`src/sv/crip_pkg.sv`:
```
// ------------------------------------------------------------------------------------------
// Radix parser package
// Types, constants and helper functions shared by the radix integer parser modules.
// ------------------------------------------------------------------------------------------
`timescale 1ns / 1ps
`default_nettype none

package crip_pkg;

    // Sizes of the alphabet, the symbols and the result.
    localparam int MAX_SYMBOLS = 16;
    localparam int SYM_W       = 8;
    localparam int IDX_W       = $clog2(MAX_SYMBOLS);
    localparam int RADIX_W     = 5;
    localparam int VALUE_WIDTH = 32;
    localparam int CFG_W       = 64;
    localparam int CFG_IDX_W   = 2;
    localparam int SYMS_W      = MAX_SYMBOLS * SYM_W;

    // Special characters.
    localparam logic [SYM_W-1:0] CH_NUL   = 8'h00;
    localparam logic [SYM_W-1:0] CH_SPACE = 8'h20;
    localparam logic [SYM_W-1:0] CH_LF    = 8'h0A;
    localparam logic [SYM_W-1:0] CH_TAB   = 8'h09;
    localparam logic [SYM_W-1:0] CH_FF    = 8'h0C;
    localparam logic [SYM_W-1:0] CH_VT    = 8'h0B;
    localparam logic [SYM_W-1:0] CH_CR    = 8'h0D;
    localparam logic [SYM_W-1:0] CH_PLUS  = 8'h2B;
    localparam logic [SYM_W-1:0] CH_MINUS = 8'h2D;

    // Configuration register indexes.
    typedef enum logic [CFG_IDX_W-1:0] {
        CFG_SYMBOLS_LOW  = 2'd0,
        CFG_SYMBOLS_HIGH = 2'd1,
        CFG_RADIX_LENGTH = 2'd2
    } t_cfg_index;

    // One input item: a character and the end-of-string flag.
    typedef struct packed {
        logic [SYM_W-1:0] char_in;
        logic             last_char;
    } t_in_item;

    // One result item.
    typedef struct packed {
        logic signed [VALUE_WIDTH-1:0] value;
        logic                          alphabet_invalid;
    } t_out_item;

    // Result of the digit lookup for one character.
    typedef struct packed {
        logic             hit;
        logic [IDX_W-1:0] index;
    } t_digit_match;

    // True for the six whitespace characters.
    function automatic logic is_space(input logic [SYM_W-1:0] c);
        return (c == CH_SPACE) || (c == CH_LF) || (c == CH_TAB) ||
               (c == CH_FF) || (c == CH_VT) || (c == CH_CR);
    endfunction

    // True for a sign character.
    function automatic logic is_sign(input logic [SYM_W-1:0] c);
        return (c == CH_PLUS) || (c == CH_MINUS);
    endfunction

endpackage

`default_nettype wire

```
`src/sv/custom_radix_integer_parser_top.sv`:
```
// ------------------------------------------------------------------------------------------
// Radix integer parser
// Parses a signed integer from a character stream under a configurable digit alphabet.
// ------------------------------------------------------------------------------------------
// Usage:
//   Characters enter on the input channel (i_in_valid / o_in_ready / i_in), one per item,
//   with last_char set on the final character of a string. Leading whitespace is skipped,
//   a run of '+' and '-' sets the sign, then digits accumulate as acc * radix + index.
//   One result item leaves on the output channel (o_out_valid / i_out_ready / o_out) for
//   each string, on its last character; other characters give no result.
//   The alphabet is written through i_cfg_we / i_cfg_index / i_cfg_data while the block
//   is idle; an invalid alphabet gives value 0 with alphabet_invalid set.
//   A last character passes through the input register, then its result is loaded into the result register.
//   Throughput: one character per cycle while no last character waits on a held result,
//   set by one input register and one multiply-add stage before the result register.
//   Reset clears the alphabet registers, the parse state and both valid flags.
//   When the receiver stalls, the result register holds; further characters that give no
//   result keep flowing, and a second last character waits in the input register, which
//   drops o_in_ready until the held result is taken.
// ------------------------------------------------------------------------------------------
`timescale 1ns / 1ps
`default_nettype none

module custom_radix_integer_parser_top (
    input  wire logic                           i_clk,
    input  wire logic                           i_rst_n,
    input  wire logic                           i_cfg_we,
    input  wire logic [crip_pkg::CFG_IDX_W-1:0] i_cfg_index,
    input  wire logic [crip_pkg::CFG_W-1:0]     i_cfg_data,
    input  wire logic                           i_in_valid,
    output logic                                o_in_ready,
    input  wire crip_pkg::t_in_item             i_in,
    output logic                                o_out_valid,
    input  wire logic                           i_out_ready,
    output crip_pkg::t_out_item                 o_out
);

    logic [crip_pkg::CFG_W-1:0]   r_symbols_low;
    logic [crip_pkg::CFG_W-1:0]   r_symbols_high;
    logic [crip_pkg::RADIX_W-1:0] r_radix;
    logic                         r_in_valid;
    crip_pkg::t_in_item           r_in;
    logic                         r_out_valid;
    crip_pkg::t_out_item          r_out;
    logic                         w_step;
    logic                         w_load_out;
    logic                         w_invalid;
    crip_pkg::t_digit_match       w_match;
    crip_pkg::t_out_item          w_result;

    // Configuration registers.
    always_ff @(posedge i_clk) begin
        if (!i_rst_n) begin
            r_symbols_low  <= '0;
            r_symbols_high <= '0;
            r_radix        <= '0;
        end else if (i_cfg_we) begin
            case (i_cfg_index)
                crip_pkg::CFG_SYMBOLS_LOW:  r_symbols_low  <= i_cfg_data;
                crip_pkg::CFG_SYMBOLS_HIGH: r_symbols_high <= i_cfg_data;
                crip_pkg::CFG_RADIX_LENGTH: r_radix <= i_cfg_data[crip_pkg::RADIX_W-1:0];
                default: ;
            endcase
        end
    end

    // The held item moves on unless it is a last character facing a full result register.
    assign w_step      = r_in_valid && (!r_in.last_char || !r_out_valid || i_out_ready);
    assign w_load_out  = w_step && r_in.last_char;
    assign o_in_ready  = !r_in_valid || w_step;
    assign o_out_valid = r_out_valid;
    assign o_out       = r_out;

    // Input register valid flag.
    always_ff @(posedge i_clk) begin
        if (!i_rst_n) begin
            r_in_valid <= 1'b0;
        end else if (o_in_ready) begin
            r_in_valid <= i_in_valid;
        end
    end

    // Input register payload.
    always_ff @(posedge i_clk) begin
        if (o_in_ready && i_in_valid) begin
            r_in <= i_in;
        end
    end

    crip_alphabet u_alphabet (
        .i_symbols (crip_pkg::SYMS_W'({r_symbols_high, r_symbols_low})),
        .i_radix   (r_radix),
        .i_char    (r_in.char_in),
        .o_match   (w_match),
        .o_invalid (w_invalid)
    );

    crip_parse u_parse (
        .i_clk     (i_clk),
        .i_rst_n   (i_rst_n),
        .i_step    (w_step),
        .i_item    (r_in),
        .i_match   (w_match),
        .i_radix   (r_radix),
        .i_invalid (w_invalid),
        .o_result  (w_result)
    );

    // Result register valid flag.
    always_ff @(posedge i_clk) begin
        if (!i_rst_n) begin
            r_out_valid <= 1'b0;
        end else if (w_load_out) begin
            r_out_valid <= 1'b1;
        end else if (i_out_ready) begin
            r_out_valid <= 1'b0;
        end
    end

    // Result register payload.
    always_ff @(posedge i_clk) begin
        if (w_load_out) begin
            r_out <= w_result;
        end
    end

endmodule

`default_nettype wire

```
`src/sv/crip_alphabet.sv`:
```
// ------------------------------------------------------------------------------------------
// Radix parser alphabet unit
// Looks up the digit index of a character and checks the configured alphabet.
// ------------------------------------------------------------------------------------------
`timescale 1ns / 1ps
`default_nettype none

module crip_alphabet (
    input  wire logic [crip_pkg::SYMS_W-1:0]  i_symbols,
    input  wire logic [crip_pkg::RADIX_W-1:0] i_radix,
    input  wire logic [crip_pkg::SYM_W-1:0]   i_char,
    output crip_pkg::t_digit_match            o_match,
    output logic                              o_invalid
);

    logic [crip_pkg::SYM_W-1:0] w_sym [crip_pkg::MAX_SYMBOLS];

    // Split the symbol word into its byte symbols.
    always_comb begin
        for (int k = 0; k < crip_pkg::MAX_SYMBOLS; k++) begin
            w_sym[k] = i_symbols[k*crip_pkg::SYM_W +: crip_pkg::SYM_W];
        end
    end

    // Digit lookup: the lowest symbol in use that equals the character wins.
    always_comb begin
        o_match.hit   = 1'b0;
        o_match.index = '0;
        for (int k = crip_pkg::MAX_SYMBOLS - 1; k >= 0; k--) begin
            if ((crip_pkg::RADIX_W'(k) < i_radix) && (w_sym[k] == i_char)) begin
                o_match.hit   = 1'b1;
                o_match.index = crip_pkg::IDX_W'(k);
            end
        end
    end

    // Alphabet check: radix in range, no reserved byte, no repeated symbol.
    always_comb begin
        o_invalid = (i_radix < crip_pkg::RADIX_W'(2)) ||
                    (i_radix > crip_pkg::RADIX_W'(crip_pkg::MAX_SYMBOLS));
        for (int i = 0; i < crip_pkg::MAX_SYMBOLS; i++) begin
            if (crip_pkg::RADIX_W'(i) < i_radix) begin
                if ((w_sym[i] == crip_pkg::CH_NUL) || crip_pkg::is_space(w_sym[i]) ||
                    crip_pkg::is_sign(w_sym[i])) begin
                    o_invalid = 1'b1;
                end
                for (int j = i + 1; j < crip_pkg::MAX_SYMBOLS; j++) begin
                    if ((crip_pkg::RADIX_W'(j) < i_radix) && (w_sym[j] == w_sym[i])) begin
                        o_invalid = 1'b1;
                    end
                end
            end
        end
    end

endmodule

`default_nettype wire

```
`src/sv/crip_parse.sv`:
```
// ------------------------------------------------------------------------------------------
// Radix parser state unit
// Holds the parse phase, sign and accumulator and forms the result of a string.
// ------------------------------------------------------------------------------------------
`timescale 1ns / 1ps
`default_nettype none

module crip_parse (
    input  wire logic                         i_clk,
    input  wire logic                         i_rst_n,
    input  wire logic                         i_step,
    input  wire crip_pkg::t_in_item           i_item,
    input  wire crip_pkg::t_digit_match       i_match,
    input  wire logic [crip_pkg::RADIX_W-1:0] i_radix,
    input  wire logic                         i_invalid,
    output crip_pkg::t_out_item               o_result
);

    typedef enum logic [3:0] {
        PH_SPACE = 4'b0001,
        PH_SIGN  = 4'b0010,
        PH_DIGIT = 4'b0100,
        PH_DONE  = 4'b1000
    } t_phase;

    t_phase                           r_phase;
    t_phase                           n_phase;
    logic                             r_negative;
    logic                             n_negative;
    logic [crip_pkg::VALUE_WIDTH-1:0] r_acc;
    logic [crip_pkg::VALUE_WIDTH-1:0] n_acc;
    logic [crip_pkg::VALUE_WIDTH-1:0] w_signed;

    // Next parse state for the character in hand.
    always_comb begin
        n_phase    = r_phase;
        n_negative = r_negative;
        n_acc      = r_acc;
        if ((r_phase == PH_SPACE) && crip_pkg::is_space(i_item.char_in)) begin
            n_phase = PH_SPACE;
        end else if (((r_phase == PH_SPACE) || (r_phase == PH_SIGN)) &&
                     crip_pkg::is_sign(i_item.char_in)) begin
            n_phase = PH_SIGN;
            if (i_item.char_in == crip_pkg::CH_MINUS) begin
                n_negative = ~r_negative;
            end
        end else if (r_phase != PH_DONE) begin
            if (i_match.hit) begin
                n_phase = PH_DIGIT;
                n_acc   = r_acc * crip_pkg::VALUE_WIDTH'(i_radix) +
                          crip_pkg::VALUE_WIDTH'(i_match.index);
            end else begin
                n_phase = PH_DONE;
            end
        end
    end

    // Result of the string, valid on its last character.
    always_comb begin
        w_signed                  = n_negative ? (~n_acc + 1'b1) : n_acc;
        o_result.alphabet_invalid = i_invalid;
        o_result.value            = i_invalid ? '0 : $signed(w_signed);
    end

    // State update; the last character returns the parser to its start.
    always_ff @(posedge i_clk) begin
        if (!i_rst_n) begin
            r_phase    <= PH_SPACE;
            r_negative <= 1'b0;
            r_acc      <= '0;
        end else if (i_step) begin
            if (i_item.last_char) begin
                r_phase    <= PH_SPACE;
                r_negative <= 1'b0;
                r_acc      <= '0;
            end else begin
                r_phase    <= n_phase;
                r_negative <= n_negative;
                r_acc      <= n_acc;
            end
        end
    end

endmodule

`default_nettype wire

```
`config.mk`:
```
export PLATFORM = sky130hd
export DESIGN_NAME = custom_radix_integer_parser_top
export DESIGN_NICKNAME = d
export VERILOG_FILES = /design/src/sv/crip_pkg.sv /design/src/sv/custom_radix_integer_parser_top.sv /design/src/sv/crip_alphabet.sv /design/src/sv/crip_parse.sv
export SDC_FILE = /design/constraint.sdc
export NUM_CORES = 2
export LEC_CHECK = 0
export ABC_AREA = 1
export BUFFER_PORTS_ARGS = -buffer_cell sky130_fd_sc_hd__buf_4
export CORE_MARGIN = 2
export CORE_UTILIZATION = 64
export CTS_BUF_LIST = sky130_fd_sc_hd__clkbuf_8
export DETAILED_ROUTE_END_ITERATION = 6
export PLACE_DENSITY = 0.82
export SYNTH_ARGS = -nofsm -noshare
export SYNTH_HDL_FRONTEND = slang
export SYNTH_SLANG_ARGS = --single-unit
```
`constraint.sdc`:
```
create_clock -name i_clk -period 6.1 [get_ports i_clk]
set_clock_uncertainty 0.1 [all_clocks]
set_input_delay 0.61 -clock i_clk [delete_from_list [all_inputs] [get_ports i_clk]]
set_output_delay 0.61 -clock i_clk [all_outputs]
set_load 0.02 [all_outputs]
```
==> results of run 1 <==
==> routing by layer <==
layer	global-route usage	GRT overflow
met1	0.749	0
met2	0.905	5
met3	0.532	2
met4	0.676	8
met5	0.325	0
==> cell usage after synthesis, types with 75 or more instances <==
master	instances	area share
xnor2_1	249	0.073
nor2_1	268	0.034
dfxtp_1	172	0.12
nand2_1	1183	0.15
buf_1	87	0.011
nor4_1	102	0.021
a21oi_1	302	0.051
nand4_1	166	0.035
xor2_1	436	0.13
fa_1	86	0.058
nor3_1	75	0.013
nand3_1	184	0.031
inv_1	388	0.049
buf_2	158	0.027
o21ai_0	232	0.039
clkbuf_1	114	0.014
==> metrics by stage <==
step | cells | area [µm²] | hold WS (ns) | util
3_5_place_dp | 5256 | 31700 | 0.378 | 0.684
4_1_cts | 5332 | 32600 | 0.0110 | 0.704
3_3_place_gp | 5256 | 31700 | 0.355 | 0.684
2_1_floorplan | 4662 | 29800 | 0.340 | -
==> cell families after synthesis <==
group	after synthesis
simple gates	2031
fa+ha+maj	149
compound gates	743
buf+inv	840
flops	214
xor+xnor	685
==> results.json, run 1 <==
{
  "numClockSinks": 214,
  "syn_area_um2": 29800,
  "synthXorXnorAreaFrac": 0.201,
  "firstError": "[ERROR GRT-0116] Global routing finished with congestion. Check the congestion regions in the DRC Viewer.",
  "haltStage": "5_1_grt",
  "root_buffer": "clkbuf_8",
  "grt_start_max_net_pins": 79,
  "dp_hpwl_mm": 115,
  "grt_pass1_wl_mm": 255,
  "synth-edff-count": 42,
  "synthAdderAreaFrac": 0.0842,
  "track_usage": 0.725,
  "io_buffers": 114,
  "die_w_um": 220,
  "grt_pass1_vias": 37200,
  "synth_ff_type": "dfxtp_1",
  "cts_setup_buffers": 0,
  "cts_resized": 0,
  "outcome": "stopped before the end",
  "rows": 79,
  "yosys_warnings": 0,
  "initial_utilization": 0.644,
  "yosys-mux-area-fraction": 0,
  "synth_cell_type_count": 65,
  "ioPinCount": 115,
  "synth_top_family_by_area": "simple AND/OR/NAND/NOR gates",
  "h-tree-depth": 2,
  "cts_hold_buf": 0,
  "async_reset_ff_frac": 0,
  "seq_area_frac_synth": 0.158,
  "ys_ff_latch": 214,
  "synth_compound_area_frac": 0.143,
  "yosys.area_share.simple": 0.296,
  "pre_cts_ws_ns": 0.179,
  "syn_avg_cell_area_um2": 6.39,
  "cts_max_path_buffers": 3,
  "synthesis.nets": 4891,
  "overflow": 15,
  "cts_inserted_buffers": 43,
  "die_height_um": 220,
  "postSynthCellCount": 4662,
  "gp_congestion": 1.29
}
==> inputs of run 2 (changes only) <==
--- a/config.mk
+++ b/config.mk
@@ -8,10 +8,9 @@
 export ABC_AREA = 1
 export BUFFER_PORTS_ARGS = -buffer_cell sky130_fd_sc_hd__buf_4
 export CORE_MARGIN = 2
-export CORE_UTILIZATION = 64
-export CTS_BUF_LIST = sky130_fd_sc_hd__clkbuf_8
+export CORE_UTILIZATION = 40
 export DETAILED_ROUTE_END_ITERATION = 6
-export PLACE_DENSITY = 0.82
+export PLACE_DENSITY_LB_ADDON = 0.15
 export SYNTH_ARGS = -nofsm -noshare
 export SYNTH_HDL_FRONTEND = slang
 export SYNTH_SLANG_ARGS = --single-unit
==> results.json, run 2 <==
{
  "setup-tns-final_ns": 0,
  "required_ns": 6.33,
  "drive_gt1_frac": 0.128,
  "synth_ff_type": "dfxtp_1",
  "routed_via_density": 6.31,
  "synth_top_area_share": 0.149,
  "ys_ff_latch": 214,
  "worstPathArrival_ns": 6.01,
  "r2r_slack_ns": 0.33,
  "root_buffer": "clkbuf_16",
  "vias": 36100,
  "worst_slew_pin_slew_ns": 1.23,
  "grt_start_max_net_pins": 82,
  "dp_hpwl_mm": 131,
  "seq_area_frac_synth": 0.158,
  "ant_nets": 0,
  "drt-total-wl_mm": 189,
  "violations": "design-rule violations",
  "grt_pass1_wl_mm": 260,
  "final_cell_mix": "nand2_1 (1160), xor2_1 (435), buf_4 (420)",
  "cp-start-kind": "flop",
  "area_growth_pct": 13.2,
  "outcome": "finished with violations",
  "cts_tree": "yes",
  "regArea_um2": 4710,
  "synth_top_cell_by_area": "nand2_1",
  "synth_commonest_cells": "nand2_1 (1183), xor2_1 (436), inv_1 (388)",
  "yosys_warnings": 0,
  "drc": 3,
  "synth-edff-count": 42,
  "io_buffers": 114,
  "dieArea_um2": 76700,
  "finalSetupViolCount": 0,
  "clk_pin_slew_ns": 0.06,
  "max_slew_margin": 0.176,
  "cts_max_path_buffers": 3,
  "ioPinCount": 115,
  "fillCellCount": 7822,
  "hold_viol_final": 0,
  "cp-end-kind": "flop",
  "synthTopCellsByArea": "nand2_1 (15%), xor2_1 (13%), dfxtp_1 (12%)",
  "overflow": 0,
  "h-tree-depth": 1,
  "finalNetCount": 4959,
  "die_height_um": 277,
  "stdcell_area_um2": 33700,
  "period_share": 0.946,
  "vdd_drop_max_uv": 234,
  "maxSlewViolCount": 0,
  "hold_slack_ns": 0.0712,
  "crit_type": "reg2reg",
  "layout_commonest_cell": "nand2_1",
  "p_per_area_nw_per_um2": 172,
  "multiInputGateArea_um2": 21800,
  "core_area_um2": 74100,
  "cts_hold_buf": 0,
  "placed_cell_area_um2": 32400,
  "syn_area_um2": 29800,
  "fin_crit_ns": 5.77,
  "numClockSinks": 214,
  "grt_pass1_vias": 33800,
  "cap_violations": 0,
  "gp_congestion": 1.10,
  "firstDrtPassIters": 7,
  "finalPower_mw": 5.79,
  "track_usage": 0.476,
  "clk_latency_ns": 0.64,
  "postSynthCellCount": 4662,
  "synth_most_common_cell": "nand2_1",
  "route.detailed.wl_per_inst_um": 33.0,
  "syn_avg_cell_area_um2": 6.39,
  "fmax_mhz": 173,
  "rows": 100,
  "cp_max_fo": 37,
  "cts_inserted_buffers": 29,
  "die_w_um": 277,
  "p_leak_nw": 16.4,
  "grt_antenna_before_repair": 6,
  "first_iter_violations": 4957,
  "async_reset_ff_frac": 0,
  "initial_utilization": 0.402,
  "synthesis.nets": 4891,
  "synth_cell_type_count": 65,
  "hold_path.class": "in2reg"
}
## run 2: cell counts after synthesis
No cell type changed its count.
## run 2: area by class of cell
class                           instances  area share
Inverter                              447      0.0503
Tap cell                              969      0.0360
Clock inverter                         15     0.00427
Multi-Input combinational cell       3608       0.646
Timing Repair Buffer                  430      0.0994
Clock buffer                           38      0.0240
Antenna cell                            5    0.000371
Sequential cell                       214       0.140
## run 2: critical path: stages, from the launching register on
cell and delay, ns:
dfxtp_2 0.41, buf_4 0.57, nand2_1 0.15, fa_1 0.48
fa_1 0.49, inv_1 0.05, fa_1 0.44, ha_1 0.45
a21oi_1 0.41, o21ai_0 0.22, a21oi_1 0.23, nand3_1 0.17
xnor2_1 0.18, nand3_1 0.09, nand2_1 0.20, nand2_1 0.15
nor2_2 0.15, nand2_1 0.07, nor2_1 0.14, nand2_1 0.07
nand2_1 0.06, nand2_1 0.05, nand2_1 0.05, a21oi_1 0.06
## run 2: final timing paths
path                                         from                               to  cells past startpoint
setup / recovery          r_radix[4]$_SDFFE_PN0P_          o_out[27]$_SDFFCE_PP0P_                     23
hold / removal                            i_in[2]                r_in[2]$_DFFE_PP_                      1
setup reg to reg          r_radix[4]$_SDFFE_PN0P_          o_out[27]$_SDFFCE_PP0P_                     23
hold reg to reg   u_parse.r_negative$_SDFFE_PN0P_  u_parse.r_negative$_SDFFE_PN0P_                      2
## run 2: stage by stage
stage	util	instances	setup slack [ns]
after floorplan	-	4662	0.757
after global placement	0.438	5652	0.194
after detailed placement	0.438	5652	0.171
after CTS	0.450	5705	0.175
after global routing	0.455	5723	-0.0410
final	0.455	5726	0.327
## run 2: cells by family (layout without fill, tap and decap cells)
| logic type | count (synthesis) | after routing | synth area share |
|---|---|---|---|
| XOR/XNOR | 685 | 685 | 0.201 |
| buffers and inverters | 840 | 930 | 0.118 |
| AND/OR/NAND/NOR | 2031 | 2031 | 0.296 |
| flip-flops | 214 | 214 | 0.158 |
| adder cells (fa/ha/maj) | 149 | 149 | 0.0842 |
| AO/OA/AOI/OAI | 743 | 743 | 0.143 |
| other | 0 | 5 | 0 |
## run 2: where the power goes
| part | total (mW) | internal (mW) | switching (mW) |
|---|---|---|---|
| Clock | 1.81 | 1.02 | 0.797 |
| Sequential | 1.59 | 1.50 | 0.0926 |
| Combinational | 2.39 | 0.746 | 1.64 |
## run 2: timing repair
action | CTS | global route
endpoints found under the hold margin | 0 | 0
setup endpoints to repair | 0 | 22
setup buffers | 0 | 16
resized for setup | 0 | 61
## run 2: metal layers
layer  GRT usage  vias to the layer above  wire (µm)
li1            -                    15300          -
met1       0.528                    16900      65100
met2       0.695                     2875      75400
met3       0.207                     1048      26900
met4       0.411                        4      21400
met5      0.0106                        -         46
Power figures use the tool's default switching activity.
